**src/hdl/rrfc_pkg.sv**
```systemverilog
// Shared types and constants for the RTU reply frame checker.
package rrfc_pkg;

  localparam int LEN_W  = 9;
  localparam int BYTE_W = 8;
  localparam int CRC_W  = 16;

  localparam logic [CRC_W-1:0] CRC_INIT = 16'hFFFF;
  localparam logic [CRC_W-1:0] CRC_POLY = 16'hA001;

  localparam logic OP_DATA = 1'b0;
  localparam logic OP_GAP  = 1'b1;

  typedef logic [BYTE_W-1:0] byte_t;
  typedef logic [CRC_W-1:0]  crc_t;
  typedef logic [LEN_W-1:0]  len_t;

  typedef struct packed {
    logic  operation;
    byte_t data_byte;
    byte_t expected_address;
    logic  awaiting_reply;
  } req_t;

  typedef struct packed {
    logic  accepted;
    logic  crc_good;
    logic  overrun;
    logic  address_match;
    len_t  frame_length;
    byte_t slave_address;
  } rsp_t;

endpackage

```
**src/hdl/rrfc_in_if.sv**
```systemverilog
// Request channel carrying received bytes and frame-gap events.
interface rrfc_in_if;
  logic                valid;
  logic                ready;
  logic                operation;
  rrfc_pkg::byte_t     data_byte;
  rrfc_pkg::byte_t     expected_address;
  logic                awaiting_reply;

  modport source (output valid, operation, data_byte, expected_address, awaiting_reply,
                  input ready);
  modport sink   (input valid, operation, data_byte, expected_address, awaiting_reply,
                  output ready);
endinterface

```
**src/hdl/rrfc_out_if.sv**
```systemverilog
// Result channel carrying the frame verdict.
interface rrfc_out_if;
  logic                valid;
  logic                ready;
  logic                accepted;
  logic                crc_good;
  logic                overrun;
  logic                address_match;
  rrfc_pkg::len_t      frame_length;
  rrfc_pkg::byte_t     slave_address;

  modport source (output valid, accepted, crc_good, overrun, address_match, frame_length,
                  slave_address, input ready);
  modport sink   (input valid, accepted, crc_good, overrun, address_match, frame_length,
                  slave_address, output ready);
endinterface

```
**src/hdl/rrfc_crc_byte.sv**
```systemverilog
// One-byte update of the reflected CRC-16 (poly 0xA001).
module rrfc_crc_byte (
  input  rrfc_pkg::crc_t  crc_i,
  input  rrfc_pkg::byte_t byte_i,
  output rrfc_pkg::crc_t  crc_o
);

  always_comb begin
    rrfc_pkg::crc_t c;
    c = crc_i ^ {{(rrfc_pkg::CRC_W-rrfc_pkg::BYTE_W){1'b0}}, byte_i};
    for (int k = 0; k < rrfc_pkg::BYTE_W; k++) begin
      if (c[0]) begin
        c = (c >> 1) ^ rrfc_pkg::CRC_POLY;
      end else begin
        c = c >> 1;
      end
    end
    crc_o = c;
  end

endmodule

```
**src/hdl/rtu_reply_frame_checker_core.sv**
```systemverilog
// Top level: Modbus RTU reply frame checker with CRC-16, address and overrun checks.
// A gap request passes the input register; its verdict is then held in the result register.
// Throughput: one request per cycle; the input register holds one request and the
// result register one verdict, so only a stalled result slot holds back the input.
// Reset (rst_n low, synchronous): clears valids, byte count, CRC to 0xFFFF and
// the recent-byte history; no clearing pass, the block is ready in the next cycle.
module rtu_reply_frame_checker_core #(
  parameter int MAX_FRAME = 256
) (
  input  logic       clk,
  input  logic       rst_n,
  rrfc_in_if.sink    in_req,
  rrfc_out_if.source out_rsp
);

  localparam int CNT_W = $clog2(MAX_FRAME + 1);

  // input register
  logic            stg_vld_r;
  rrfc_pkg::req_t  stg_r;
  logic            stg_go;

  // frame state
  rrfc_pkg::crc_t  crc_r, crc_nxt;
  logic [CNT_W-1:0] cnt_r, cnt_nxt;
  rrfc_pkg::byte_t rb0_r, rb1_r, rb2_r, rb0_nxt, rb1_nxt, rb2_nxt;
  rrfc_pkg::byte_t first_r, first_nxt;
  logic            ovr_r, ovr_nxt;

  // result register
  logic            out_vld_r, out_vld_nxt;
  rrfc_pkg::rsp_t  out_r, rsp;
  logic            emit;

  rrfc_pkg::crc_t  crc_fed;
  rrfc_pkg::len_t  len_full, len;
  logic            crc_ok;
  logic            slot_free;

  rrfc_crc_byte u_crc (
    .crc_i  (crc_r),
    .byte_i (rb2_r),
    .crc_o  (crc_fed)
  );

  assign slot_free    = !out_vld_r || out_rsp.ready;
  assign stg_go       = stg_vld_r && slot_free;
  assign in_req.ready = !stg_vld_r || stg_go;

  assign emit     = stg_go && (stg_r.operation == rrfc_pkg::OP_GAP) && (cnt_r != '0);
  assign len_full = rrfc_pkg::LEN_W'(cnt_r);

  always_comb begin
    len    = len_full;
    crc_ok = 1'b0;
    if (rb0_r == '0) begin
      len = len_full - rrfc_pkg::len_t'(1);
      if (len >= rrfc_pkg::len_t'(2)) begin
        crc_ok = (crc_r[7:0] == rb2_r) && (crc_r[15:8] == rb1_r);
      end
    end else if (len_full >= rrfc_pkg::len_t'(3)) begin
      crc_ok = (crc_fed[7:0] == rb1_r) && (crc_fed[15:8] == rb0_r);
    end else if (len_full == rrfc_pkg::len_t'(2)) begin
      crc_ok = (crc_r[7:0] == rb1_r) && (crc_r[15:8] == rb0_r);
    end

    rsp               = '0;
    rsp.crc_good      = crc_ok;
    rsp.overrun       = ovr_r;
    rsp.frame_length  = len;
    if (len != '0) begin
      rsp.slave_address = first_r;
      rsp.address_match = (first_r == stg_r.expected_address);
    end
    rsp.accepted = !ovr_r && crc_ok && rsp.address_match && stg_r.awaiting_reply;
  end

  always_comb begin
    crc_nxt   = crc_r;
    cnt_nxt   = cnt_r;
    rb0_nxt   = rb0_r;
    rb1_nxt   = rb1_r;
    rb2_nxt   = rb2_r;
    first_nxt = first_r;
    ovr_nxt   = ovr_r;
    if (stg_go) begin
      if (stg_r.operation == rrfc_pkg::OP_DATA) begin
        if (cnt_r < CNT_W'(MAX_FRAME)) begin
          if (cnt_r >= CNT_W'(3)) begin
            crc_nxt = crc_fed;
          end
          if (cnt_r == '0) begin
            first_nxt = stg_r.data_byte;
          end
          rb2_nxt = rb1_r;
          rb1_nxt = rb0_r;
          rb0_nxt = stg_r.data_byte;
          cnt_nxt = cnt_r + CNT_W'(1);
        end else begin
          ovr_nxt = 1'b1;
        end
      end else if (emit) begin
        crc_nxt   = rrfc_pkg::CRC_INIT;
        cnt_nxt   = '0;
        rb0_nxt   = '0;
        rb1_nxt   = '0;
        rb2_nxt   = '0;
        first_nxt = '0;
        ovr_nxt   = 1'b0;
      end
    end
    out_vld_nxt = emit || (out_vld_r && !out_rsp.ready);
  end

  always_ff @(posedge clk) begin
    if (!rst_n) begin
      stg_vld_r <= 1'b0;
      out_vld_r <= 1'b0;
      crc_r     <= rrfc_pkg::CRC_INIT;
      cnt_r     <= '0;
      rb0_r     <= '0;
      rb1_r     <= '0;
      rb2_r     <= '0;
      first_r   <= '0;
      ovr_r     <= 1'b0;
    end else begin
      if (in_req.ready) begin
        stg_vld_r <= in_req.valid;
      end
      out_vld_r <= out_vld_nxt;
      crc_r     <= crc_nxt;
      cnt_r     <= cnt_nxt;
      rb0_r     <= rb0_nxt;
      rb1_r     <= rb1_nxt;
      rb2_r     <= rb2_nxt;
      first_r   <= first_nxt;
      ovr_r     <= ovr_nxt;
    end
  end

  always_ff @(posedge clk) begin
    if (in_req.valid && in_req.ready) begin
      stg_r.operation        <= in_req.operation;
      stg_r.data_byte        <= in_req.data_byte;
      stg_r.expected_address <= in_req.expected_address;
      stg_r.awaiting_reply   <= in_req.awaiting_reply;
    end
    if (emit) begin
      out_r <= rsp;
    end
  end

  assign out_rsp.valid         = out_vld_r;
  assign out_rsp.accepted      = out_r.accepted;
  assign out_rsp.crc_good      = out_r.crc_good;
  assign out_rsp.overrun       = out_r.overrun;
  assign out_rsp.address_match = out_r.address_match;
  assign out_rsp.frame_length  = out_r.frame_length;
  assign out_rsp.slave_address = out_r.slave_address;

  a_cnt_bound: assert property (@(posedge clk) disable iff (!rst_n)
    cnt_r <= CNT_W'(MAX_FRAME))
    else $error("byte count above frame store size");

  a_clear_after_verdict: assert property (@(posedge clk) disable iff (!rst_n)
    emit |=> (cnt_r == '0) && !ovr_r && (crc_r == rrfc_pkg::CRC_INIT))
    else $error("frame state not cleared after verdict");

  a_verdict_consistent: assert property (@(posedge clk) disable iff (!rst_n)
    (out_vld_r && out_r.accepted) |-> (out_r.crc_good && out_r.address_match && !out_r.overrun))
    else $error("accepted without all checks passing");

  a_crc_needs_two: assert property (@(posedge clk) disable iff (!rst_n)
    (out_vld_r && out_r.crc_good) |-> (out_r.frame_length >= rrfc_pkg::len_t'(2)))
    else $error("crc good on a frame shorter than two bytes");

  a_no_overwrite: assert property (@(posedge clk) disable iff (!rst_n)
    emit |-> (!out_vld_r || out_rsp.ready))
    else $error("verdict written over an untaken result");

endmodule

```
**src/flat_wrapper.sv**
```systemverilog
// flat-port wrapper written by rule: the top's interface ports become plain ports
module rtu_reply_frame_checker_core_flat 
#(
  parameter int MAX_FRAME = 256
)
  (clk, rst_n, in_req_valid, in_req_operation, in_req_data_byte, in_req_expected_address, in_req_awaiting_reply, in_req_ready, out_rsp_valid, out_rsp_accepted, out_rsp_crc_good, out_rsp_overrun, out_rsp_address_match, out_rsp_frame_length, out_rsp_slave_address, out_rsp_ready);
  rrfc_in_if in_req_i ();
  rrfc_out_if out_rsp_i ();
  input  logic clk;
  input  logic rst_n;
  input wire logic [$bits(in_req_i.valid)-1:0] in_req_valid;
  input wire logic [$bits(in_req_i.operation)-1:0] in_req_operation;
  input wire logic [$bits(in_req_i.data_byte)-1:0] in_req_data_byte;
  input wire logic [$bits(in_req_i.expected_address)-1:0] in_req_expected_address;
  input wire logic [$bits(in_req_i.awaiting_reply)-1:0] in_req_awaiting_reply;
  output wire logic [$bits(in_req_i.ready)-1:0] in_req_ready;
  output wire logic [$bits(out_rsp_i.valid)-1:0] out_rsp_valid;
  output wire logic [$bits(out_rsp_i.accepted)-1:0] out_rsp_accepted;
  output wire logic [$bits(out_rsp_i.crc_good)-1:0] out_rsp_crc_good;
  output wire logic [$bits(out_rsp_i.overrun)-1:0] out_rsp_overrun;
  output wire logic [$bits(out_rsp_i.address_match)-1:0] out_rsp_address_match;
  output wire logic [$bits(out_rsp_i.frame_length)-1:0] out_rsp_frame_length;
  output wire logic [$bits(out_rsp_i.slave_address)-1:0] out_rsp_slave_address;
  input wire logic [$bits(out_rsp_i.ready)-1:0] out_rsp_ready;
  assign in_req_i.valid = in_req_valid;
  assign in_req_i.operation = in_req_operation;
  assign in_req_i.data_byte = in_req_data_byte;
  assign in_req_i.expected_address = in_req_expected_address;
  assign in_req_i.awaiting_reply = in_req_awaiting_reply;
  assign in_req_ready = in_req_i.ready;
  assign out_rsp_valid = out_rsp_i.valid;
  assign out_rsp_accepted = out_rsp_i.accepted;
  assign out_rsp_crc_good = out_rsp_i.crc_good;
  assign out_rsp_overrun = out_rsp_i.overrun;
  assign out_rsp_address_match = out_rsp_i.address_match;
  assign out_rsp_frame_length = out_rsp_i.frame_length;
  assign out_rsp_slave_address = out_rsp_i.slave_address;
  assign out_rsp_i.ready = out_rsp_ready;
  rtu_reply_frame_checker_core #(.MAX_FRAME(MAX_FRAME)) u_core (.clk(clk), .rst_n(rst_n), .in_req(in_req_i), .out_rsp(out_rsp_i));
endmodule
```
**config.mk**
```make
export PLATFORM = sky130hd
export DESIGN_NAME = rtu_reply_frame_checker_core_flat
export DESIGN_NICKNAME = d
export VERILOG_FILES = /design/src/hdl/rrfc_pkg.sv /design/src/hdl/rrfc_in_if.sv /design/src/hdl/rrfc_out_if.sv /design/src/hdl/rrfc_crc_byte.sv /design/src/hdl/rtu_reply_frame_checker_core.sv /design/src/flat_wrapper.sv
export SDC_FILE = /design/constraint.sdc
export NUM_CORES = 1
export LEC_CHECK = 0
export BUFFER_PORTS_ARGS = -buffer_cell sky130_fd_sc_hd__buf_2
export CORE_MARGIN = 2
export CORE_UTILIZATION = 30
export DETAILED_ROUTE_END_ITERATION = 10
export HOLD_SLACK_MARGIN = 0.05
export REMOVE_ABC_BUFFERS = 1
export SETUP_SLACK_MARGIN = 0.4
export SYNTH_ARGS = -nofsm -noshare
export SYNTH_HDL_FRONTEND = slang
export SYNTH_SLANG_ARGS = --single-unit
```
**constraint.sdc**
```tcl
create_clock -name clk -period 3.6 [get_ports clk]
set_clock_uncertainty 0.15 [all_clocks]
set_input_delay 0.54 -clock clk [delete_from_list [all_inputs] [get_ports clk]]
set_output_delay 0.54 -clock clk [all_outputs]
set_load 0.02 [all_outputs]
```
==> impl_metrics.env, run 1 <==
export IMPL_clock_path_buffers=2
export IMPL_status="completed"
export IMPL_syn_inst=479
export IMPL_critPathLaunchType="flip-flop"
export IMPL_area_delta_synth_final_pct=14.6
export IMPL_post_cts_setup_buffers=0
export IMPL_setup_viol=0
export IMPL_crit_type="reg -> reg"
export IMPL_hold_buffers=0
export IMPL_initial_core_util=0.303
export IMPL_yosysUniqueCellTypes=49
export IMPL_ys_seq_elements=99
export IMPL_ant_nets=0
export IMPL_drc=0
export IMPL_worstMarginPinSlew_ps=1200
export IMPL_cts_tree="yes"
export IMPL_diodes=0
export IMPL_drt_iter0_drc=297
export IMPL_hold_ws_ps=202
export IMPL_cts_sinks=99
export IMPL_grt_pass1_vias=3509
export IMPL_rsz0062_at_grt="no"
export IMPL_insertion_delay_ps=360
export IMPL_wirelength_um=10800
export IMPL_slew_viol_final=0
export IMPL_die_w_um=133
export IMPL_async_reset_ff_frac=0
export IMPL_first_pass_iters=5
export IMPL_setup_tns_final_ps=0
export IMPL_final_util=0.348
export IMPL_dieHeight_um=133
export IMPL_grt_first_pass_wirelength_um=18300
export IMPL_max_freq_mhz=348
export IMPL_core_rowCount=47
export IMPL_avgSynthCellArea_um2=10.4
export IMPL_avgViaCountPerCell=4.79
export IMPL_htreeDepth=3
export IMPL_synthesis_area_um2=4980
export IMPL_min_path_type="in -> reg"
export IMPL_yosys_top_cells_area="dfxtp_1 24%, edfxtp_1 24%, xor2_1 6.9%"
export IMPL_cts_buffers=9
export IMPL_ctsResizeCount=0
export IMPL_finalHoldViolCount=0
export IMPL_drive_gt1_frac=0.151
export IMPL_power_density_nw_per_um2=418
export IMPL_static_leakage_power_nw=2.14
export IMPL_yosysMostFrequentCell="dfxtp_1"
export IMPL_seq_area_frac_synth=0.477
export IMPL_synth_edf_count=39
export IMPL_p_total_mw=2.38
export IMPL_cp_arrival_ps=2910
export IMPL_crit_fanout=3
export IMPL_place_gp_congestion=0.842
export IMPL_end_kind="flip-flop"
export IMPL_grt_max_degree=43
export IMPL_synth_top_area_share=0.241
export IMPL_drv_cap=0
export IMPL_cts_root_buf="clkbuf_16"
export IMPL_yosysTopAreaCell="dfxtp_1"
export IMPL_synth_top_flop_cell="dfxtp_1"
export IMPL_crit_required_ps=3640
export IMPL_dieArea_um2=17600
export IMPL_hpwl_um=7610
export IMPL_relSlewSlack=0.192
export IMPL_wire_per_inst_um=14.7
export IMPL_track_usage=0.131
export IMPL_post_route_period_util=0.799
export IMPL_antenna_found_initial=0
export IMPL_place_port_buffers=44
export IMPL_clkTransAtPathRegs_ps=70
export IMPL_grt_overflow_total=0
export IMPL_fp_coreArea_um2=16400
export IMPL_period_needed_ps=2880
export IMPL_yosysWarnings=0
export IMPL_synthTopCellsByCount="60 x dfxtp_1, 43 x nand2_1, 39 x edfxtp_1, 39 x xor2_1, 34 x nor2_1"
export IMPL_nets=542
export IMPL_pin_count=45
export IMPL_peakVddDrop_v=0.000250
export IMPL_num_vias=3529
worst max-delay path, stage by stage (launching register included):
cell	delay [ps]
dfxtp_1	340
xnor2_1	400
ha_1	350
xnor3_1	230
xnor3_2	300
xnor3_1	200
nor4_1	280
a31oi_1	190
nor4_2	270
flip-flops by register name (all words and copies together), names as in the netlist, 8 cells and up:
register and flops:
u_core.rb2_r 8, u_core.rb0_r 8, u_core.cnt_r 9, u_core.first_r 8, u_core.rb1_r 8, u_core.out_rsp.slave_address 8
u_core.crc_r 16, u_core.out_rsp.frame_length 9, u_core.stg_r 18
cell usage in the layout (no fill, tap or decap), types with 2 or more instances in the layout:
master       n
mux2i_1      9
o21a_1       2
xnor2_2      4
o21ai_1     17
buf_4        4
and2_1       5
a21oi_1      3
ha_1         8
inv_1        7
nand3b_1    18
nor4b_1      2
clkbuf_16    9
a21boi_0     2
buf_2       44
nor2b_1     24
xnor2_1     27
o21ai_0      3
nor2_1      34
nor4_4       3
a21boi_1    25
nand2_1     43
xnor3_2      2
a31oi_1      3
dfxtp_1     60
nand4_1      6
or3_1        2
nor3_1      19
nand3_1     14
nor4_1      10
clkinvlp_4   2
and3_1       3
clkbuf_1     2
edfxtp_1    39
xor2_1      39
xnor3_1      3
layout make-up:
class / instances / area (µm²)
inverter: 7 / 26.3
fill: 1661 / 10700
sequential: 99 / 2370
clock inverter: 5 / 62.6
timing repair buffer: 48 / 250
tap: 220 / 275
clock buffer: 11 / 233
multi-input combinational: 347 / 2480
metrics by stage:
step	worst slack, ps	area (µm²)	std cells
floorplan	148	4870	453
global placement	707	5410	721
detailed placement	757	5410	721
CTS	731	5700	737
global route	469	5700	737
finish	722	5700	737
report_power, final:
group          total (mW)  switching [mW]  leakage, nW  internal [mW]
clock network       0.971           0.429        0.136          0.543
logic               0.194           0.113         1.13         0.0806
registers            1.22          0.0226        0.865           1.19
path summary, 6_finish.rpt:
path                         startpoint                 endpoint  slack (ps)  cells past startpoint
min          in_req_expected_address[2]          u_core.stg_r[3]         200                      1
min reg2reg             u_core.rb2_r[0]          u_core.rb2_r[0]         320                      2
max                     u_core.crc_r[0]  u_core.out_rsp.accepted         720                      8
max reg2reg             u_core.crc_r[0]  u_core.out_rsp.accepted         720                      8
routing by layer:
metal,part of all wire,GRT usage
met3,0.052,0.0375
met5,0,0
met4,0.012,0.0394
met1,0.47,0.174
met2,0.47,0.209
cell families (layout without fill, tap and decap cells):
logic type                 count (synthesis)  count (layout)  synth area share
xor gates and xnor gates                  77              77             0.163
adders and majority gates                  8               8            0.0201
muxes                                      9               9            0.0181
and+or+nand+nor                          190             190             0.210
buffers and inverters                     33              71            0.0261
DFF                                       99              99             0.477
AOI/OAI and AO/OA                         63              63            0.0857
Note: power is estimated with default switching activity, not from simulation.
==> inputs of run 2 (changes only) <==
==> constraint.sdc (replaced) <==
create_clock -name clk -period 2.6 [get_ports clk]
set_clock_uncertainty 0.15 [all_clocks]
set_input_delay 0.39 -clock clk [delete_from_list [all_inputs] [get_ports clk]]
set_output_delay 0.39 -clock clk [all_outputs]
set_load 0.02 [all_outputs]
==> run 2 against run 1 <==
Compared with the run above: die area stayed put; hold slack worse by 140 ps; count of clock-buffer cells in the layout is 1 lower; utilization is 3.9 points higher; design area is 11% higher; critical path depth stayed put; highest routed layer unchanged.
==> impl_metrics.env, run 2 (same netlist as run 1, synthesis figures left out) <==
export IMPL_num_vias=3692
export IMPL_clock_path_buffers=2
export IMPL_final_cell_mix="44 x buf_2, 44 x dfxtp_1, 42 x nand2_1, 39 x edfxtp_1"
export IMPL_r2r_end="u_core.out_rsp.accepted"
export IMPL_final_util=0.386
export IMPL_crit_type="reg -> reg"
export IMPL_min_path_type="in -> reg"
export IMPL_cpMaxStageDelayCell="dfxtp_2"
export IMPL_pin_count=45
export IMPL_pwr_share_clk=0.404
export IMPL_hpwl_um=7840
export IMPL_place_gp_congestion=0.874
export IMPL_crit_required_ps=2640
export IMPL_cts_buffers=9
export IMPL_drt_iter0_drc=232
export IMPL_timing_rr_start="u_core.rb2_r[1]"
export IMPL_reg_top3="u_core.stg_r: 18 flops, u_core.crc_r: 16 flops"
export IMPL_cts_root_buf="clkbuf_16"
export IMPL_reg2reg_depth=8
export IMPL_place_port_buffers=44
export IMPL_power_density_nw_per_um2=544
export IMPL_initial_core_util=0.303
export IMPL_dieArea_um2=17600
export IMPL_worstHoldEndpoint="u_core.stg_r[1]"
export IMPL_slew_viol_final=0
export IMPL_p_int_mw=2.62
export IMPL_critPathLaunchType="flip-flop"
export IMPL_clkTransAtPathRegs_ps=70
export IMPL_placed_cells=742
export IMPL_grt_first_pass_wirelength_um=18800
export IMPL_fp_coreArea_um2=16400
export IMPL_finalHoldViolCount=0
export IMPL_status="completed"
export IMPL_worstMarginPinSlew_ps=593
export IMPL_htreeDepth=3
export IMPL_track_usage=0.134
export IMPL_avgViaCountPerCell=4.69
export IMPL_cts_tree="yes"
export IMPL_cp_arrival_ps=2510
export IMPL_switching_power_mw=0.830
export IMPL_period_needed_ps=2480
export IMPL_area_delta_synth_final_pct=27.4
export IMPL_antenna_found_initial=0
export IMPL_rsz0062_at_grt="yes"
export IMPL_static_leakage_power_nw=2.45
export IMPL_wirelength_um=11600
export IMPL_grt_overflow_total=0
export IMPL_worstHoldStart="in_req_expected_address[0]"
export IMPL_netSwitchingFraction=0.241
export IMPL_setup_viol=0
export IMPL_crit_buf_inv=0
export IMPL_whs_path_depth=1
export IMPL_crit_chain="xnor2_2, ha_1, xnor3_1, xnor3_2, xor3_2, mux2i_2, a31oi_2, nor4_2"
export IMPL_drv_cap=0
export IMPL_fin_cells=788
export IMPL_ant_nets=0
export IMPL_crit_fanout=3
export IMPL_hold_ws_ps=59.3
export IMPL_p_seq_frac=0.487
export IMPL_diodes=0
export IMPL_wire_per_inst_um=14.7
export IMPL_drc=0
export IMPL_peakVddDrop_v=0.000327
export IMPL_grt_max_degree=44
export IMPL_max_freq_mhz=404
export IMPL_largest_register="u_core.stg_r"
export IMPL_relSlewSlack=0.601
export IMPL_core_rowCount=47
export IMPL_first_pass_iters=4
export IMPL_grt_pass1_vias=3610
export IMPL_dieHeight_um=133
export IMPL_nets=593
export IMPL_largest_reg_flops=18
export IMPL_post_route_period_util=0.952
export IMPL_die_w_um=133
export IMPL_drive_gt1_frac=0.282
export IMPL_critPathMaxStageDelay_ps=340
export IMPL_end_kind="flip-flop"
export IMPL_r2r_slack_ps=120
export IMPL_pwr_share_comb=0.109
export IMPL_insertion_delay_ps=360
export IMPL_path_delay_family="XOR/XNOR gates"
export IMPL_cts_sinks=99
==> run 2: cell types whose count changed in the layout (fill, tap and decap cells not counted), moves of 4 or more <==
cell | previous run | this run
buf_4 | 4 | 38
dfxtp_1 | 60 | 44
dfxtp_2 | 0 | 15
dlygate4sd3_1 | 0 | 9
buf_6 | 0 | 4
==> run 2: routing by layer <==
layer,wire (µm),track usage,up-vias
met2,5540,0.215,63
li1,-,-,1832
met1,5520,0.181,1787
met5,0,0,-
met4,109,0.0311,0
met3,387,0.0356,10
==> run 2: timing repair <==
item,4_1_cts,5_1_grt
gates resized for setup,38,14
endpoints found under the setup margin,40,88
pin swaps,11,2
hold buffers,7,2
buffers inserted,16,3
cloned,2,0
endpoints found under the hold margin,7,2
==> run 2: worst max-delay path by stage <==
stage | from | end | slack, ps | cells past startpoint
after floorplan | u_core.stg_r[17] | u_core.crc_r[12] | -850 | 5
after global placement | u_core.crc_r[0] | u_core.out_rsp.accepted | 60 | 8
after detailed placement | u_core.crc_r[0] | u_core.out_rsp.accepted | -90 | 8
after CTS | u_core.rb2_r[1] | u_core.out_rsp.accepted | 150 | 9
after global routing | u_core.rb2_r[1] | u_core.out_rsp.accepted | 30 | 8
final | u_core.rb2_r[1] | u_core.out_rsp.accepted | 120 | 8
==> run 2: power by group through the flow <==
stage	Combinational [mW]	Clock (mW)	Sequential, mW
after floorplan	0.179	0	1.72
after global placement	0.291	0	1.71
after detailed placement	0.299	0	1.71
after CTS	0.358	1.42	1.68
after global routing	0.406	1.49	1.68
final	0.376	1.39	1.68
==> run 2: cell type report <==
type / instances / area [µm²]
fillers: 1595 / 10100
multi-input cells: 347 / 2630
flip-flops and latches: 99 / 2390
repair buffers: 98 / 696
well taps: 220 / 275
clock buffers: 10 / 239
clock inverters: 6 / 72.6
inverters: 7 / 30.0
repair inverters: 1 / 7.51
==> run 2: stage by stage <==
step           setup WS (ps)  setup TNS [ps]  area (µm²)  total power [mW]
2_1_floorplan           -852          -17010        4870              1.90
3_3_place_gp            55.2               0        5580              2.00
3_5_place_dp           -94.7           -94.7        5580              2.01
4_1_cts                  147               0        6220              3.46
5_1_grt                 31.5               0        6340              3.57
6_report                 124               0        6340              3.45
